<file path="src/mtdb_pkg.sv">
// Package for the morph target delta blend unit.
// Holds sizes, command and register codes, and the structs shared between modules.
// No dependencies.
`default_nettype none
package mtdb_pkg;

	localparam int MAX_VERTICES   = 1024;
	localparam int NUM_TARGETS    = 4;
	localparam int NUM_ATTRIBUTES = 3;

	localparam int COMP_W    = 32;
	localparam int WEIGHT_W  = 16;
	localparam int VCOUNT_W  = 11;
	localparam int VERTEX_W  = 16;
	localparam int LIMIT_W   = VERTEX_W + 1;
	localparam int VTX_IDX_W = (MAX_VERTICES > 1) ? $clog2(MAX_VERTICES) : 1;
	localparam int STORE_DEPTH = NUM_ATTRIBUTES * MAX_VERTICES;
	localparam int ADDR_W    = $clog2(STORE_DEPTH);
	localparam int ENTRY_W   = 3 * COMP_W;

	localparam int NUM_WEIGHT_REGS = 4;
	localparam int PADDR_W = 5;
	localparam int PDATA_W = 32;
	localparam int REG_IDX_W = 3;

	localparam logic [1:0] CMD_LOAD = 2'd0;
	localparam logic [1:0] CMD_ACC  = 2'd1;
	localparam logic [1:0] CMD_READ = 2'd2;

	localparam logic [REG_IDX_W-1:0] REG_WEIGHT_0     = 3'd0;
	localparam logic [REG_IDX_W-1:0] REG_WEIGHT_1     = 3'd1;
	localparam logic [REG_IDX_W-1:0] REG_WEIGHT_2     = 3'd2;
	localparam logic [REG_IDX_W-1:0] REG_WEIGHT_3     = 3'd3;
	localparam logic [REG_IDX_W-1:0] REG_VERTEX_COUNT = 3'd4;

	localparam logic [VCOUNT_W-1:0] VCOUNT_RESET = 11'd1024;

	typedef logic signed [WEIGHT_W-1:0] weight_t;
	typedef logic signed [COMP_W-1:0] comp_t;

	typedef struct packed {
		weight_t [NUM_WEIGHT_REGS-1:0] weight;
		logic [VCOUNT_W-1:0]           vertex_count;
	} cfg_t;

	typedef struct packed {
		logic [1:0]          command;
		logic [1:0]          attribute;
		logic [VERTEX_W-1:0] vertex;
		logic [1:0]          target_slot;
		comp_t               comp_x;
		comp_t               comp_y;
		comp_t               comp_z;
	} in_item_t;

	typedef struct packed {
		logic capture;
		logic issue_read;
		logic execute;
		logic push;
	} ctrl_cmd_t;

	typedef struct packed {
		logic out_free;
	} dp_status_t;

endpackage
`default_nettype wire

</file>
<file path="src/mtdb_cfg.sv">
// APB-style register block: four target weights and the vertex count.
// Depends on mtdb_pkg.
`default_nettype none
module mtdb_cfg
	import mtdb_pkg::*;
(
	input  wire logic               clk,
	input  wire logic               arst_n,
	input  wire logic               psel,
	input  wire logic               penable,
	input  wire logic               pwrite,
	input  wire logic [PADDR_W-1:0] paddr,
	input  wire logic [PDATA_W-1:0] pwdata,
	output logic      [PDATA_W-1:0] prdata,
	output logic                    pready,
	output cfg_t                    cfg
);

	logic [REG_IDX_W-1:0] reg_idx;
	logic                 wr_en;
	cfg_t                 cfg_q;

	assign reg_idx = paddr[PADDR_W-1:2];
	assign pready  = 1'b1;
	assign wr_en   = psel & penable & pwrite;
	assign cfg     = cfg_q;

	always_ff @(posedge clk or negedge arst_n) begin
		if (!arst_n) begin
			cfg_q.weight       <= '0;
			cfg_q.vertex_count <= VCOUNT_RESET;
		end else if (wr_en) begin
			case (reg_idx)
				REG_WEIGHT_0:     cfg_q.weight[0] <= pwdata[WEIGHT_W-1:0];
				REG_WEIGHT_1:     cfg_q.weight[1] <= pwdata[WEIGHT_W-1:0];
				REG_WEIGHT_2:     cfg_q.weight[2] <= pwdata[WEIGHT_W-1:0];
				REG_WEIGHT_3:     cfg_q.weight[3] <= pwdata[WEIGHT_W-1:0];
				REG_VERTEX_COUNT: cfg_q.vertex_count <= pwdata[VCOUNT_W-1:0];
				default: ;
			endcase
		end
	end

	always_comb begin
		case (reg_idx)
			REG_WEIGHT_0:     prdata = {{(PDATA_W-WEIGHT_W){1'b0}}, cfg_q.weight[0]};
			REG_WEIGHT_1:     prdata = {{(PDATA_W-WEIGHT_W){1'b0}}, cfg_q.weight[1]};
			REG_WEIGHT_2:     prdata = {{(PDATA_W-WEIGHT_W){1'b0}}, cfg_q.weight[2]};
			REG_WEIGHT_3:     prdata = {{(PDATA_W-WEIGHT_W){1'b0}}, cfg_q.weight[3]};
			REG_VERTEX_COUNT: prdata = {{(PDATA_W-VCOUNT_W){1'b0}}, cfg_q.vertex_count};
			default:          prdata = '0;
		endcase
	end

endmodule
`default_nettype wire

</file>
<file path="config.mk">
export PLATFORM = sky130hd
export DESIGN_NAME = mtdb_cfg
export DESIGN_NICKNAME = d
export VERILOG_FILES = /design/src/mtdb_pkg.sv /design/src/mtdb_cfg.sv
export SDC_FILE = /design/constraint.sdc
export NUM_CORES = 1
export LEC_CHECK = 0
export BUFFER_PORTS_ARGS = -buffer_cell sky130_fd_sc_hd__buf_4
export CAP_MARGIN = 20
export CORE_UTILIZATION = 48
export DETAILED_ROUTE_END_ITERATION = 7
export PLACE_DENSITY = 0.87
export SLEW_MARGIN = 10
export SYNTH_ARGS = -nofsm -noshare
export SYNTH_HDL_FRONTEND = slang
export SYNTH_SLANG_ARGS = --single-unit
export TNS_END_PERCENT = 5
</file>
<file path="constraint.sdc">
create_clock -name clk -period 1.78 [get_ports clk]
set_input_delay 0.267 -clock clk [delete_from_list [all_inputs] [get_ports clk]]
set_output_delay 0.267 -clock clk [all_outputs]
set_load 0.01 [all_outputs]
</file>
==> results.tsv <==
metric	value	unit
H-tree levels	3	
post-synthesis sequential area ratio	0.517	
Worst setup SP type	flop	
Yosys Warn Count	0	
dpl cells	471	
top post-synthesis cells by area	dfrtp_1, mux2_2, mux2_4, buf_4, mux4_2	
area share of the largest cell type after synthesis	0.510	
unrepaired setup endpoints after global routing	true	
I/O Pins	150	
hold wc startpoint	pwdata[13]	
Core Rows	31	
Clock transition at path regs	0.08	ns
area of the multi-input gates	1580	um^2
final setup violating endpoints	0	
Area growth, synth to finish	33.1	%
vias in the first global route	2669	
vias per inst	5.31	
share of layout cells above drive strength 1	0.645	
Highest Clock Rate	575	MHz
total CTS buffers	9	
Final Wtd Congestion	0.764	
Post-Route WL	9.13	mm
DR WL/cell	18.7	um
Final Instance Area	4840	um^2
first-pass GRT wire length	14.0	mm
grt ovf	0	
Synth Register Bits	75	
CTS tree	built	
total of max-cap violations	0	
Leakage	2.37	nW
clock root buffer	clkbuf_8	
initial antenna violation count	0	
CP Launch Point	cfg[72]$_DFFE_PN0P_	
Cell Area, Synth	3630	um^2
Max Slew Vio Count	0	
clock sinks	75	
die height	89.0	um
number of flip-flops under the largest register name	75	
Post-Syn Area per Cell	14.4	um^2
hold crit path type	input pin to flop	
All-Layer GR Usage	0.246	
Die W	89.0	um
antenna viol nets, final	0	
core area	7290	um^2
Tcrit/Tclk final	0.977	
Antenna Cells	0	
Layout fillers	552	
Post-CTS Setup Bufs	0	
area leader, netlist	dfrtp_1	
Gate Count Post-Synth	253	
commonest non-fill, non-tap cell in the layout	buf_4	
post-synth cell types	26	
CP endpoint kind	primary output	
Initial DRC Count	108	
WP data arrival	1.47	ns
Nets	426	
crit-path max FO	3	
FF-to-FF Start	cfg[43]$_DFFE_PN0P_	
Port Buffer Count	114	
dpl hpwl	6.51	mm
Clock Skews	0	ns
status	finished, final reports clean	
clk buf depth	2	
maximum VDD drop	0.568	mV
Max-slew headroom	0.611	
Pre-Repair DR Iteration Count	4	
sequential cell area	1880	um^2
DIE AREA	7920	um^2
Initial Util	0.498	
setup_tns	0	ns
Crit path required time	1.51	ns
Placement Cell Area	4630	um^2
maximum number of pins on one net before global-route repair	36	
non-filler cells, final	488	
WS Path Type	flop to primary output	
PD cells	1040	nW/um^2
Least-Margin Pin Slew	0.583	ns
clk_lat worst skew	0.34	ns
minimum clock period	1.74	ns
Via Count	2593	
Remaining DRCs	0	
most frequent cells in the layout	buf_4, mux2_2, dfrtp_1, conb_1, a32oi_1	
Final Hold Fails	0	
worst max-delay path, stage by stage (launching register included):
cell and delay (ns):
dfrtp_1 0.40, mux4_2 0.45, nor2b_1 0.14, buf_4 0.13
power breakdown:
part           internal, W  switching (W)
clock             0.000547       0.000623
combinational     0.000917       0.000626
sequential         0.00204       0.000276
total              0.00350        0.00153
synth_stat cells (all sizes together):
cell type,instances
nand3,1
dfstp,1
nor3b,2
a32oi,11
inv,1
nor3,1
o21ai,11
dfrtp,74
buf,27
a2bb2oi,1
clkbuf,6
or3,1
nor2b,8
mux4,5
nor2,2
nand4b,1
nand2,2
a22oi,10
conb,2
mux2,86
final timing paths:
| path | endpoint | slack, ns | cells after the start |
|---|---|---|---|
| worst max-delay path | prdata[13] | 0.04 | 3 |
| worst min-delay path | cfg[24]$_DFFE_PN0P_ | 0.18 | 2 |
| worst max register to register | cfg[43]$_DFFE_PN0P_ | 0.97 | 1 |
| worst min register to register | cfg[51]$_DFFE_PN0P_ | 0.54 | 1 |
| max in group asynchronous | cfg[34]$_DFFE_PN0P_ | 0.85 | 3 |
| min in group asynchronous | cfg[72]$_DFFE_PN0P_ | 0.35 | 2 |
per-stage QoR:
| stage | setup WS, ns | power, W | util | hold slack [ns] |
|---|---|---|---|---|
| after floorplan | 0.166 | 0.00304 | - | -0.0286 |
| after global placement | -0.0967 | 0.00382 | 0.635 | 0.164 |
| after detailed placement | -0.0926 | 0.00389 | 0.635 | 0.168 |
| after CTS | 0.0201 | 0.00506 | 0.661 | 0.164 |
| after global routing | -0.0151 | 0.00530 | 0.663 | 0.171 |
| final | 0.0404 | 0.00503 | 0.663 | 0.177 |
layer usage:
layer | vias up | part of all wire | wire, um | global-route usage
li1 | 1162 | - | - | -
met1 | 1315 | 0.41 | 3720 | 0.302
met2 | 107 | 0.52 | 4710 | 0.443
met3 | 9 | 0.068 | 620 | 0.0480
met4 | 0 | 0.0081 | 74 | 0.0678
met5 | - | 0 | 0 | 0
cell families after synthesis:
| family | after synthesis | share of synthesized area |
|---|---|---|
| buffers and inverters | 34 | 0.0685 |
| multiplexers | 91 | 0.308 |
| flip-flops | 75 | 0.517 |
| AO/OA/AOI/OAI | 33 | 0.0648 |
| AND/OR/NAND/NOR | 18 | 0.0396 |
| other | 2 | 0.00207 |
area by class of cell:
class	instances	area share
Multi-Input combinational cell	159	0.326
Sequential cell	75	0.388
Inverter	1	0.000776
Clock inverter	5	0.00750
Tap cell	99	0.0256
Timing Repair Buffer	138	0.222
Clock buffer	11	0.0292
what timing repair did:
| action | CTS | global route |
|---|---|---|
| hold buffers | 1 | 0 |
| setup endpoints to repair | 11 | 13 |
| gates resized for setup | 1 | 6 |
| hold endpoints to repair | 17 | 0 |
(Power assumes the default switching activity.)
