===== src/mtdb_pkg.sv =====
// Package for the morph target delta blend unit.
// Holds sizes, command and register codes, and the structs shared between modules.
// No dependencies.
`default_nettype none
package mtdb_pkg;

	localparam int MAX_VERTICES   = 1024;
	localparam int NUM_TARGETS    = 4;
	localparam int NUM_ATTRIBUTES = 3;

	localparam int COMP_W    = 32;
	localparam int WEIGHT_W  = 16;
	localparam int VCOUNT_W  = 11;
	localparam int VERTEX_W  = 16;
	localparam int LIMIT_W   = VERTEX_W + 1;
	localparam int VTX_IDX_W = (MAX_VERTICES > 1) ? $clog2(MAX_VERTICES) : 1;
	localparam int STORE_DEPTH = NUM_ATTRIBUTES * MAX_VERTICES;
	localparam int ADDR_W    = $clog2(STORE_DEPTH);
	localparam int ENTRY_W   = 3 * COMP_W;

	localparam int NUM_WEIGHT_REGS = 4;
	localparam int PADDR_W = 5;
	localparam int PDATA_W = 32;
	localparam int REG_IDX_W = 3;

	localparam logic [1:0] CMD_LOAD = 2'd0;
	localparam logic [1:0] CMD_ACC  = 2'd1;
	localparam logic [1:0] CMD_READ = 2'd2;

	localparam logic [REG_IDX_W-1:0] REG_WEIGHT_0     = 3'd0;
	localparam logic [REG_IDX_W-1:0] REG_WEIGHT_1     = 3'd1;
	localparam logic [REG_IDX_W-1:0] REG_WEIGHT_2     = 3'd2;
	localparam logic [REG_IDX_W-1:0] REG_WEIGHT_3     = 3'd3;
	localparam logic [REG_IDX_W-1:0] REG_VERTEX_COUNT = 3'd4;

	localparam logic [VCOUNT_W-1:0] VCOUNT_RESET = 11'd1024;

	typedef logic signed [WEIGHT_W-1:0] weight_t;
	typedef logic signed [COMP_W-1:0] comp_t;

	typedef struct packed {
		weight_t [NUM_WEIGHT_REGS-1:0] weight;
		logic [VCOUNT_W-1:0]           vertex_count;
	} cfg_t;

	typedef struct packed {
		logic [1:0]          command;
		logic [1:0]          attribute;
		logic [VERTEX_W-1:0] vertex;
		logic [1:0]          target_slot;
		comp_t               comp_x;
		comp_t               comp_y;
		comp_t               comp_z;
	} in_item_t;

	typedef struct packed {
		logic capture;
		logic issue_read;
		logic execute;
		logic push;
	} ctrl_cmd_t;

	typedef struct packed {
		logic out_free;
	} dp_status_t;

endpackage
`default_nettype wire


===== src/mtdb_ctrl.sv =====
// Sequencer for one command: capture, store read, execute/write-back, hand-off.
// Depends on mtdb_pkg.
`default_nettype none
module mtdb_ctrl
	import mtdb_pkg::*;
(
	input  wire logic       clk,
	input  wire logic       arst_n,
	input  wire logic       in_valid,
	output logic            in_ready,
	input  dp_status_t      st,
	output ctrl_cmd_t       cmd
);

	localparam logic [1:0] S_IDLE = 2'd0;
	localparam logic [1:0] S_READ = 2'd1;
	localparam logic [1:0] S_EXEC = 2'd2;
	localparam logic [1:0] S_PUSH = 2'd3;

	logic [1:0] state_q;
	logic [1:0] state_d;

	assign in_ready = (state_q == S_IDLE);

	always_comb begin
		state_d = state_q;
		cmd     = '0;
		case (state_q)
			S_IDLE: begin
				if (in_valid) begin
					cmd.capture = 1'b1;
					state_d     = S_READ;
				end
			end
			S_READ: begin
				cmd.issue_read = 1'b1;
				state_d        = S_EXEC;
			end
			S_EXEC: begin
				cmd.execute = 1'b1;
				state_d     = S_PUSH;
			end
			S_PUSH: begin
				if (st.out_free) begin
					cmd.push = 1'b1;
					state_d  = S_IDLE;
				end
			end
			default: state_d = S_IDLE;
		endcase
	end

	always_ff @(posedge clk or negedge arst_n) begin
		if (!arst_n) begin
			state_q <= S_IDLE;
		end else begin
			state_q <= state_d;
		end
	end

	a_accept_reads: assert property (@(posedge clk) disable iff (!arst_n)
		(in_valid && in_ready) |=> (state_q == S_READ))
		else $error("accepted beat did not start a store read");

	a_read_then_exec: assert property (@(posedge clk) disable iff (!arst_n)
		(state_q == S_READ) |=> (state_q == S_EXEC))
		else $error("store read not followed by execute");

	a_push_free: assert property (@(posedge clk) disable iff (!arst_n)
		cmd.push |-> st.out_free)
		else $error("result pushed into occupied output register");

endmodule
`default_nettype wire


===== config.mk =====
export PLATFORM = sky130hd
export DESIGN_NAME = mtdb_ctrl
export DESIGN_NICKNAME = d
export VERILOG_FILES = /design/src/mtdb_pkg.sv /design/src/mtdb_ctrl.sv
export SDC_FILE = /design/constraint.sdc
export NUM_CORES = 1
export LEC_CHECK = 0
export BUFFER_PORTS_ARGS = -buffer_cell sky130_fd_sc_hd__buf_4
export CAP_MARGIN = 20
export CORE_AREA = 2 2 39 41
export CTS_CLUSTER_DIAMETER = 60
export CTS_CLUSTER_SIZE = 8
export DETAILED_ROUTE_END_ITERATION = 7
export DIE_AREA = 0 0 41 43
export GPL_TIMING_DRIVEN = 0
export PLACE_DENSITY = 0.31
export SLEW_MARGIN = 20
export SYNTH_ARGS = -nofsm -noshare
export SYNTH_HDL_FRONTEND = slang
export SYNTH_SLANG_ARGS = --single-unit

===== constraint.sdc =====
create_clock -name clk -period 3.05 [get_ports clk]
set_input_delay 0.61 -clock clk [delete_from_list [all_inputs] [get_ports clk]]
set_output_delay 0.61 -clock clk [all_outputs]
set_load 0.01 [all_outputs]

==> results of run 1 <==
==> through the flow <==
step	total power [mW]	worst slack (ps)
6_report	0.2851	1226
5_1_grt	0.3128	1152
4_1_cts	0.2940	1204
3_5_place_dp	0.2296	1394
3_3_place_gp	0.2294	1395
2_1_floorplan	0.1695	1531
==> logic make-up (layout without fill, tap and decap cells) <==
family          Yosys count  after routing  share of synthesized area, %
buf+inv                   3             14                         6.474
compound gates            2              2                         11.51
simple gates              3              3                         15.83
mux                       1              1                         8.631
fa+ha+maj                 4              4                         28.78
flops                     2              2                         28.78
==> cells in the final DEF (no fill, tap or decap) <==
cell	instances
inv_1	3
and2_1	1
a21oi_2	1
nor2b_4	1
and2_2	1
o32a_2	1
clkbuf_4	3
buf_4	8
mux2_4	1
dfrtp_1	2
ha_1	4
==> per-layer routing <==
| layer | GRT usage, % | vias up | share of wire, % |
|---|---|---|---|
| met5 | 0 | - | 0 |
| met4 | 6.000 | 0 | 0 |
| met3 | 3.141 | 0 | 9.9 |
| met2 | 6.250 | 6 | 52 |
| met1 | 4.502 | 65 | 38 |
| li1 | - | 71 | - |
==> final cells by class <==
type	count	area (um^2)	share of cell area, %
Sequential cell	2	50.05	18.10
Tap cell	16	20.02	7.240
Clock buffer	3	22.52	8.145
Timing Repair Buffer	8	60.06	21.72
Multi-Input combinational cell	10	112.6	40.72
Inverter	3	11.26	4.072
==> power by group <==
part | switching, mW | internal [mW]
combinational | 0.0700 | 0.0996
sequential | 0.0153 | 0.0420
clock | 0.0147 | 0.0434
==> path summary, 6_finish.rpt <==
path,cells after the start,slack (ps),to,from
max,4,1230,cmd[3],state_q[0]
min,1,160,state_q[0],arst_n
max reg2reg,4,1730,state_q[1],state_q[0]
min reg2reg,1,580,state_q[0],state_q[0]
max in group asynchronous,1,2800,state_q[1],arst_n
min in group clk,1,580,state_q[0],state_q[0]
==> cell usage after synthesis <==
library cell,instances
a21oi_2,1
and2_1,1
mux2_4,1
o32a_2,1
dfrtp_1,2
nor2b_4,1
inv_1,3
and2_2,1
ha_1,4
==> impl_metrics.py, run 1 <==
metrics = {
    "placement": {
        "dp.final_hpwl_um": 269.6,
        "portBuffers": 8,
        "gp_congestion": 0.6168,
        "dp.cells": 39,
        "place_area_um2": 254.0,
    },
    "logic_synthesis": {
        "syn_area_um2": 173.9,
        "synth_area_per_cell_um2": 11.59,
        "netlist_top_cells_area": "dfrtp_1, ha_1, mux2_4, nor2b_4, inv_1",
        "synthCells": 15,
        "synth_top_area_share_pct": 28.78,
        "synth_top_area_cell": "dfrtp_1",
        "yosysSeqAreaShare_pct": 28.78,
        "syn_nets": 23,
        "ys_warn_count": 0,
        "synth_cell_types": 9,
        "synth-seq-cells": 2,
    },
    "clock_network": {
        "cts_tree": "done",
        "h-tree-depth": 1,
        "clock_latency_ps": 220,
        "cts_root_buf": "clkbuf_4",
        "cts.sink_count": 2,
        "clkTransAtPathRegs_ps": 30,
        "post_cts_resized": 0,
        "holdBufCountCts": 0,
        "clock_path_buffers": 2,
        "numCtsBuffers": 3,
        "post-cts-setup-buffers": 0,
    },
    "power": {
        "ir_drop_v": 0.0003865,
        "p_per_area_nw_per_um2": 1031,
        "p_leak_nw": 0.1491,
    },
    "timing": {
        "fin_crit_sh_pct": 59.81,
        "skew_ps": 1.809,
        "worstMarginPinSlew_ps": 148.0,
        "tns_ps": 0,
        "max_slew_margin_pct": 90.13,
        "hold_viol": 0,
        "rsz0062_at_grt": "no",
        "report.final.slew_viol_count": 0,
        "period_needed_ps": 1824,
        "fmax_mhz": 548.1,
        "finalSetupViolCount": 0,
        "hold_ws_ps": 162.5,
    },
    "global_routing": {
        "grt_overflow": 0,
        "grt_util_all_layers_pct": 4.920,
        "antenna_found_initial": 0,
        "grt_max_degree": 5,
        "grt_pass1_vias": 146,
        "grt_pass1_wl_um": 517,
    },
    "setup_path": {
        "cpPeakStageDelay_ps": 390,
        "cp-start-kind": "register",
        "crit_slowest_cell": "dfrtp_1",
        "crit_chain": "inv_1 -> ha_1 -> and2_1 -> buf_4",
        "cp_num_buf_inv": 2,
        "cp.arrival_ps": 1210,
        "crit_family": "flip-flops",
        "path_max_fanout": 4,
        "path_class": "register to output port",
        "end_kind": "output port",
        "worst_ep_required_time_ps": 2440,
    },
    "final_layout": {
        "top_register": "state_q",
        "final_area_um2": 276.5,
        "reg.largest.list": "state_q (2)",
        "layout-drive-gt1-share_pct": 61.54,
        "final_cells": 42,
        "largest_reg_flops": 2,
        "fill_cells": 153,
        "area_growth_pct": 58.99,
        "num_antenna_cells": 0,
        "finish.utilization_pct": 19.98,
        "nets": 36,
    },
    "detailed_routing": {
        "totalWireLength_um": 335,
        "firstDrtPassIters": 1,
        "avgViaCountPerCell": 3.381,
        "antenna_left": 0,
        "routedWlPerCell_um": 7.976,
        "drc": 0,
        "via_count": 142,
        "drt_iter0_drc": 0,
    },
    "die": {
        "die_x_um": 41,
        "io_pins": 9,
        "die_h_um": 43,
        "fp.dieArea_um2": 1763,
        "initial_utilization_pct": 12.57,
        "num_rows": 14,
        "fp.coreArea_um2": 1384,
    },
    "status": {
        "status": "finished clean",
    },
    "run": {
        "maxCapViolations": 0,
    },
    "min_path": {
        "hp-class": "input port to async pin",
    },
}
No activity file was read; power rests on OpenSTA's default activity.
==> inputs of run 2 (changes only) <==
==> constraint.sdc (replaced) <==
create_clock -name clk -period 1.9 [get_ports clk]
set_input_delay 0.38 -clock clk [delete_from_list [all_inputs] [get_ports clk]]
set_output_delay 0.38 -clock clk [all_outputs]
set_load 0.01 [all_outputs]
==> run 2 against run 1 <==
  * Hold slack improved by 320 ps
  * Via count rose by 1.4%
  * Total power rose by 61%
  * Count of clock-buffer cells in the layout did not move
  * First-iteration DRC count did not move
  * Sequential cell count did not move
  * Clock power rose by 61%
  * Final cell count rose by 2.4%
  * Setup slack got worse by 920 ps
  * Clock skew barely moved
  * Sequential share of layout area fell by 0.63 points
  * Register-to-register slack got worse by 1200 ps
  * Critical endpoint unchanged
==> impl_metrics.py, run 2 (same netlist as run 1, synthesis figures left out) <==
metrics = {
    "clock_network": {
        "clock_latency_ps": 220,
        "post-cts-setup-buffers": 0,
        "holdBufCountCts": 1,
        "numCtsBuffers": 3,
        "clock_path_buffers": 2,
        "clkTransAtPathRegs_ps": 30,
        "h-tree-depth": 1,
        "cts.sink_count": 2,
        "cts_root_buf": "clkbuf_4",
        "cts_tree": "done",
        "post_cts_resized": 0,
    },
    "power": {
        "ir_drop_v": 0.0006190,
        "total_power_mw": 0.4594,
        "p_per_area_nw_per_um2": 1603,
        "p_leak_nw": 0.1533,
    },
    "min_path": {
        "hp-class": "input port to async pin",
    },
    "die": {
        "die_h_um": 43,
        "fp.coreArea_um2": 1384,
        "fp.dieArea_um2": 1763,
        "die_x_um": 41,
        "num_rows": 14,
        "initial_utilization_pct": 12.57,
        "io_pins": 9,
    },
    "setup_path": {
        "cp-start-kind": "register",
        "path_class": "register to output port",
        "crit_chain": "inv_1 -> ha_1 -> and2_1 -> buf_4",
        "worst_ep_required_time_ps": 1520,
        "crit_family": "flip-flops",
        "crit_slowest_cell": "dfrtp_1",
        "path_max_fanout": 4,
        "cpPeakStageDelay_ps": 390,
        "end_kind": "output port",
        "cp_num_buf_inv": 2,
        "cp.arrival_ps": 1210,
    },
    "timing": {
        "max_slew_margin_pct": 90.13,
        "period_needed_ps": 1595,
        "fin_crit_sh_pct": 83.93,
        "report.final.slew_viol_count": 0,
        "fmax_mhz": 627.1,
        "hold_viol": 0,
        "worstMarginPinSlew_ps": 148.0,
        "finalSetupViolCount": 0,
        "tns_ps": 0,
        "skew_ps": 2.047,
        "rsz0062_at_grt": "no",
    },
    "final_layout": {
        "layout-drive-gt1-share_pct": 59.26,
        "multiInputGateArea_um2": 112.6,
        "num_antenna_cells": 0,
        "final_cell_mix": "buf_4, ha_1, inv_1, clkbuf_4, dfrtp_1",
        "largest_reg_flops": 2,
        "regArea_um2": 50.05,
        "reg.largest.list": "state_q (2)",
        "fill_cells": 153,
        "area_growth_pct": 64.75,
        "top_register": "state_q",
        "final_common_cell": "buf_4",
        "nets": 37,
    },
    "detailed_routing": {
        "drc": 0,
        "drt_iter0_drc": 0,
        "firstDrtPassIters": 1,
        "antenna_left": 0,
        "routedWlPerCell_um": 7.977,
        "avgViaCountPerCell": 3.349,
        "totalWireLength_um": 343,
        "via_count": 144,
    },
    "global_routing": {
        "antenna_found_initial": 0,
        "grt_overflow": 0,
        "grt_pass1_wl_um": 517,
        "grt_max_degree": 5,
        "grt_pass1_vias": 146,
        "grt_util_all_layers_pct": 4.920,
    },
    "placement": {
        "dp.final_hpwl_um": 269.6,
        "gp_congestion": 0.6168,
        "portBuffers": 8,
    },
    "status": {
        "status": "finished clean",
    },
    "run": {
        "maxCapViolations": 0,
    },
}
run 2: worst reg2reg max path, cell delays in order, from the launching register on:
cell     delay [ps]
dfrtp_1         400
ha_1            220
nor2b_4         130
a21oi_2         140
mux2_4          310
run 2: path summary, 6_finish.rpt:
| path | startpoint | end | slack [ps] | depth (start not counted) |
|---|---|---|---|---|
| worst min register to register | state_q[0] | state_q[0] | 580 | 1 |
| worst min-delay path | arst_n | state_q[0] | 480 | 2 |
| max in group asynchronous | arst_n | state_q[1] | 1330 | 2 |
| worst max register to register | state_q[0] | state_q[1] | 580 | 4 |
| worst max-delay path | state_q[0] | cmd[3] | 310 | 4 |
| min in group clk | st | state_q[0] | 580 | 3 |
run 2: per-stage QoR:
step           cells  hold slack (ps)  utilization (%)  setup WS, ps  cell area, um^2
2_1_floorplan     15            84.41                -         610.9            173.9
3_5_place_dp      39            163.8            18.35         531.9            254.0
4_1_cts           43            458.6            20.71         284.1            286.5
6_report          43            479.5            20.71         305.4            286.5
5_1_grt           43            469.7            20.71         232.3            286.5
3_3_place_gp      39            162.1            18.35         534.0            254.0
run 2: cell type report:
class / instances / area share (%)
clock buffers: 3 / 7.860
inverters: 3 / 3.930
multi-input cells: 10 / 39.30
flip-flops and latches: 2 / 17.47
well taps: 16 / 6.987
repair buffers: 9 / 24.45
run 2: routing by layer:
layer	wire [um]	track usage, %	share of wire (%)
met1	135	4.502	39
met2	176	6.250	51
met3	31	3.141	9.0
met4	0	6.000	0
met5	0	0	0
run 2: where the power goes:
part | internal [mW] | switching (mW) | total [mW]
Clock | 0.0696 | 0.0237 | 0.0933
Combinational | 0.161 | 0.113 | 0.274
Sequential | 0.0674 | 0.0246 | 0.0921
==> inputs of run 3 (changes only) <==
--- a/config.mk
+++ b/config.mk
@@ -13,7 +13,7 @@
 export DETAILED_ROUTE_END_ITERATION = 7
 export DIE_AREA = 0 0 41 43
 export GPL_TIMING_DRIVEN = 0
-export PLACE_DENSITY = 0.31
+export PLACE_DENSITY = 0.32
 export SLEW_MARGIN = 20
 export SYNTH_ARGS = -nofsm -noshare
 export SYNTH_HDL_FRONTEND = slang
==> constraint.sdc (replaced) <==
create_clock -name clk -period 1.4 [get_ports clk]
set_input_delay 0.28 -clock clk [delete_from_list [all_inputs] [get_ports clk]]
set_output_delay 0.28 -clock clk [all_outputs]
set_load 0.01 [all_outputs]
==> run 3 against run 2 <==
  * Count of clock-buffer cells in the layout did not move
  * Clock power rose by 35%
  * Sequential power rose by 48%
  * Global-route usage rose by 0.90 points
  * Sequential cell count is the same
  * Critical path depth unchanged
  * Routed wire length grew 4.4%
  * Hold slack lost 100 ps
  * Largest cell class unchanged
  * Largest power group unchanged
  * Highest routed layer unchanged
==> impl_metrics.py, run 3 (same netlist as run 1, synthesis figures left out) <==
metrics = {
    "setup_path": {
        "crit_slowest_cell": "dfrtp_2",
        "regToRegSetupSlack_ps": 80,
        "cp_num_buf_inv": 2,
        "worstReg2RegEnd": "state_q[1]",
        "startpoint": "state_q[0]",
        "crit_family": "flip-flops",
        "cpPeakStageDelay_ps": 430,
        "cp.arrival_ps": 1100,
        "path_class": "register to output port",
        "worstReg2RegStart": "state_q[1]",
        "cp-start-kind": "register",
        "path_max_fanout": 4,
        "crit_chain": "inv_2 -> ha_4 -> and2_4 -> buf_6",
        "worst_ep_required_time_ps": 1120,
        "end_kind": "output port",
        "rr_worst_depth": 5,
    },
    "final_layout": {
        "num_antenna_cells": 0,
        "largest_reg_flops": 2,
        "nets": 39,
        "final_cell_mix": "buf_4, buf_6, clkbuf_4",
        "top_register": "state_q",
        "final_common_cell": "buf_4",
        "area_growth_pct": 97.84,
        "layout-drive-gt1-share_pct": 82.76,
        "reg.largest.list": "state_q (2)",
    },
    "placement": {
        "dp_slack_ps": 74.24,
        "portBuffers": 8,
        "gp_congestion": 0.6445,
    },
    "run": {
        "maxCapViolations": 0,
    },
    "timing": {
        "finalSetupViolCount": 0,
        "hold_viol": 0,
        "period_needed_ps": 1375,
        "skew_ps": 0.6239,
        "report.final.slew_viol_count": 0,
        "fmax_mhz": 727.2,
        "rsz0062_at_grt": "yes",
        "max_slew_margin_pct": 90.00,
        "layout_setup_ws_ps": 24.86,
        "worstMarginPinSlew_ps": 150.0,
        "fin_crit_sh_pct": 98.22,
        "hold_ws_ps": 379.0,
    },
    "global_routing": {
        "grt_max_degree": 5,
        "grt_util_all_layers_pct": 5.823,
        "grt_pass1_wl_um": 627,
        "grt_pass1_vias": 174,
        "grt_overflow": 0,
        "antenna_found_initial": 0,
    },
    "die": {
        "die_x_um": 41,
        "fp.dieArea_um2": 1763,
        "initial_utilization_pct": 12.57,
        "io_pins": 9,
        "fp.coreArea_um2": 1384,
        "die_h_um": 43,
        "num_rows": 14,
    },
    "clock_network": {
        "cts_root_buf": "clkbuf_4",
        "clkTransAtPathRegs_ps": 30,
        "clock_path_buffers": 2,
        "h-tree-depth": 1,
        "numCtsBuffers": 3,
        "cts.sink_count": 2,
        "cts_tree": "done",
        "clock_latency_ps": 220,
    },
    "detailed_routing": {
        "avgViaCountPerCell": 3.422,
        "via_count": 154,
        "drc": 0,
        "totalWireLength_um": 358,
        "antenna_left": 0,
        "drt_iter0_drc": 1,
        "firstDrtPassIters": 2,
        "routedWlPerCell_um": 7.956,
    },
    "status": {
        "status": "finished clean",
    },
    "power": {
        "p_leak_nw": 0.1667,
        "p_sw_share_pct": 34.04,
        "p_seq_share_pct": 17.6,
        "ir_drop_v": 0.0008357,
        "power_frac_comb_pct": 66.1,
        "clock_power_share_pct": 16.3,
        "p_int_mw": 0.5094,
        "p_per_area_nw_per_um2": 2245,
        "p_sw_mw": 0.2629,
    },
    "min_path": {
        "hp-class": "input port to async pin",
    },
}
run 3: changes by cell type in the layout (fill, tap and decap cells not counted), sizes merged:
cell / previous run / this run
buf: 8 / 10
run 3: how the worst max path moves through the flow:
stage	slack, ps	cells after the start	end
after floorplan	120	4	state_q[1]
after global placement	60	4	state_q[1]
after detailed placement	70	4	state_q[1]
after CTS	6	4	cmd[3]
after global routing	-40	4	cmd[3]
final	20	4	cmd[3]
run 3: final cells by class:
class	count	area [um^2]
repair buffers	11	100.1
clock buffers	3	22.52
well taps	16	20.02
inverters	3	11.26
multi-input cells	10	138.9
fillers	160	1040
flip-flops and latches	2	51.30
run 3: metal layers:
layer | vias up | track usage, % | routed length, um
li1 | 79 | - | -
met1 | 67 | 4.823 | 138
met2 | 8 | 8.750 | 168
met3 | 0 | 3.141 | 50
met4 | 0 | 6.000 | 0
met5 | - | 0 | 0
run 3: timing repair:
action / CTS / global route
pin swaps: 2 / 2
hold endpoints to repair: 2 / 0
hold buffers: 1 / 0
setup endpoints to repair: 2 / 4
gates resized for setup: 9 / 4
buffers inserted: 2 / 0
run 3: per-stage QoR:
stage               utilization (%)  power, mW  cells  instance area, um^2  setup TNS [ps]
floorplan                         -     0.3694     15                173.9               0
global placement              18.35     0.5018     39                254.0               0
detailed placement            18.35     0.4985     39                254.0               0
CTS                           23.69     0.7462     45                327.8               0
global route                  24.86     0.8572     45                344.1          -53.37
finish                        24.86     0.7723     45                344.1               0
run 3: power groups by stage:
| stage | sequential [mW] | clock (mW) | combinational, mW |
|---|---|---|---|
| after floorplan | 0.117 | 0 | 0.252 |
| after global placement | 0.127 | 0 | 0.375 |
| after detailed placement | 0.126 | 0 | 0.372 |
| after CTS | 0.131 | 0.136 | 0.480 |
| after global routing | 0.144 | 0.144 | 0.570 |
| final | 0.136 | 0.126 | 0.511 |
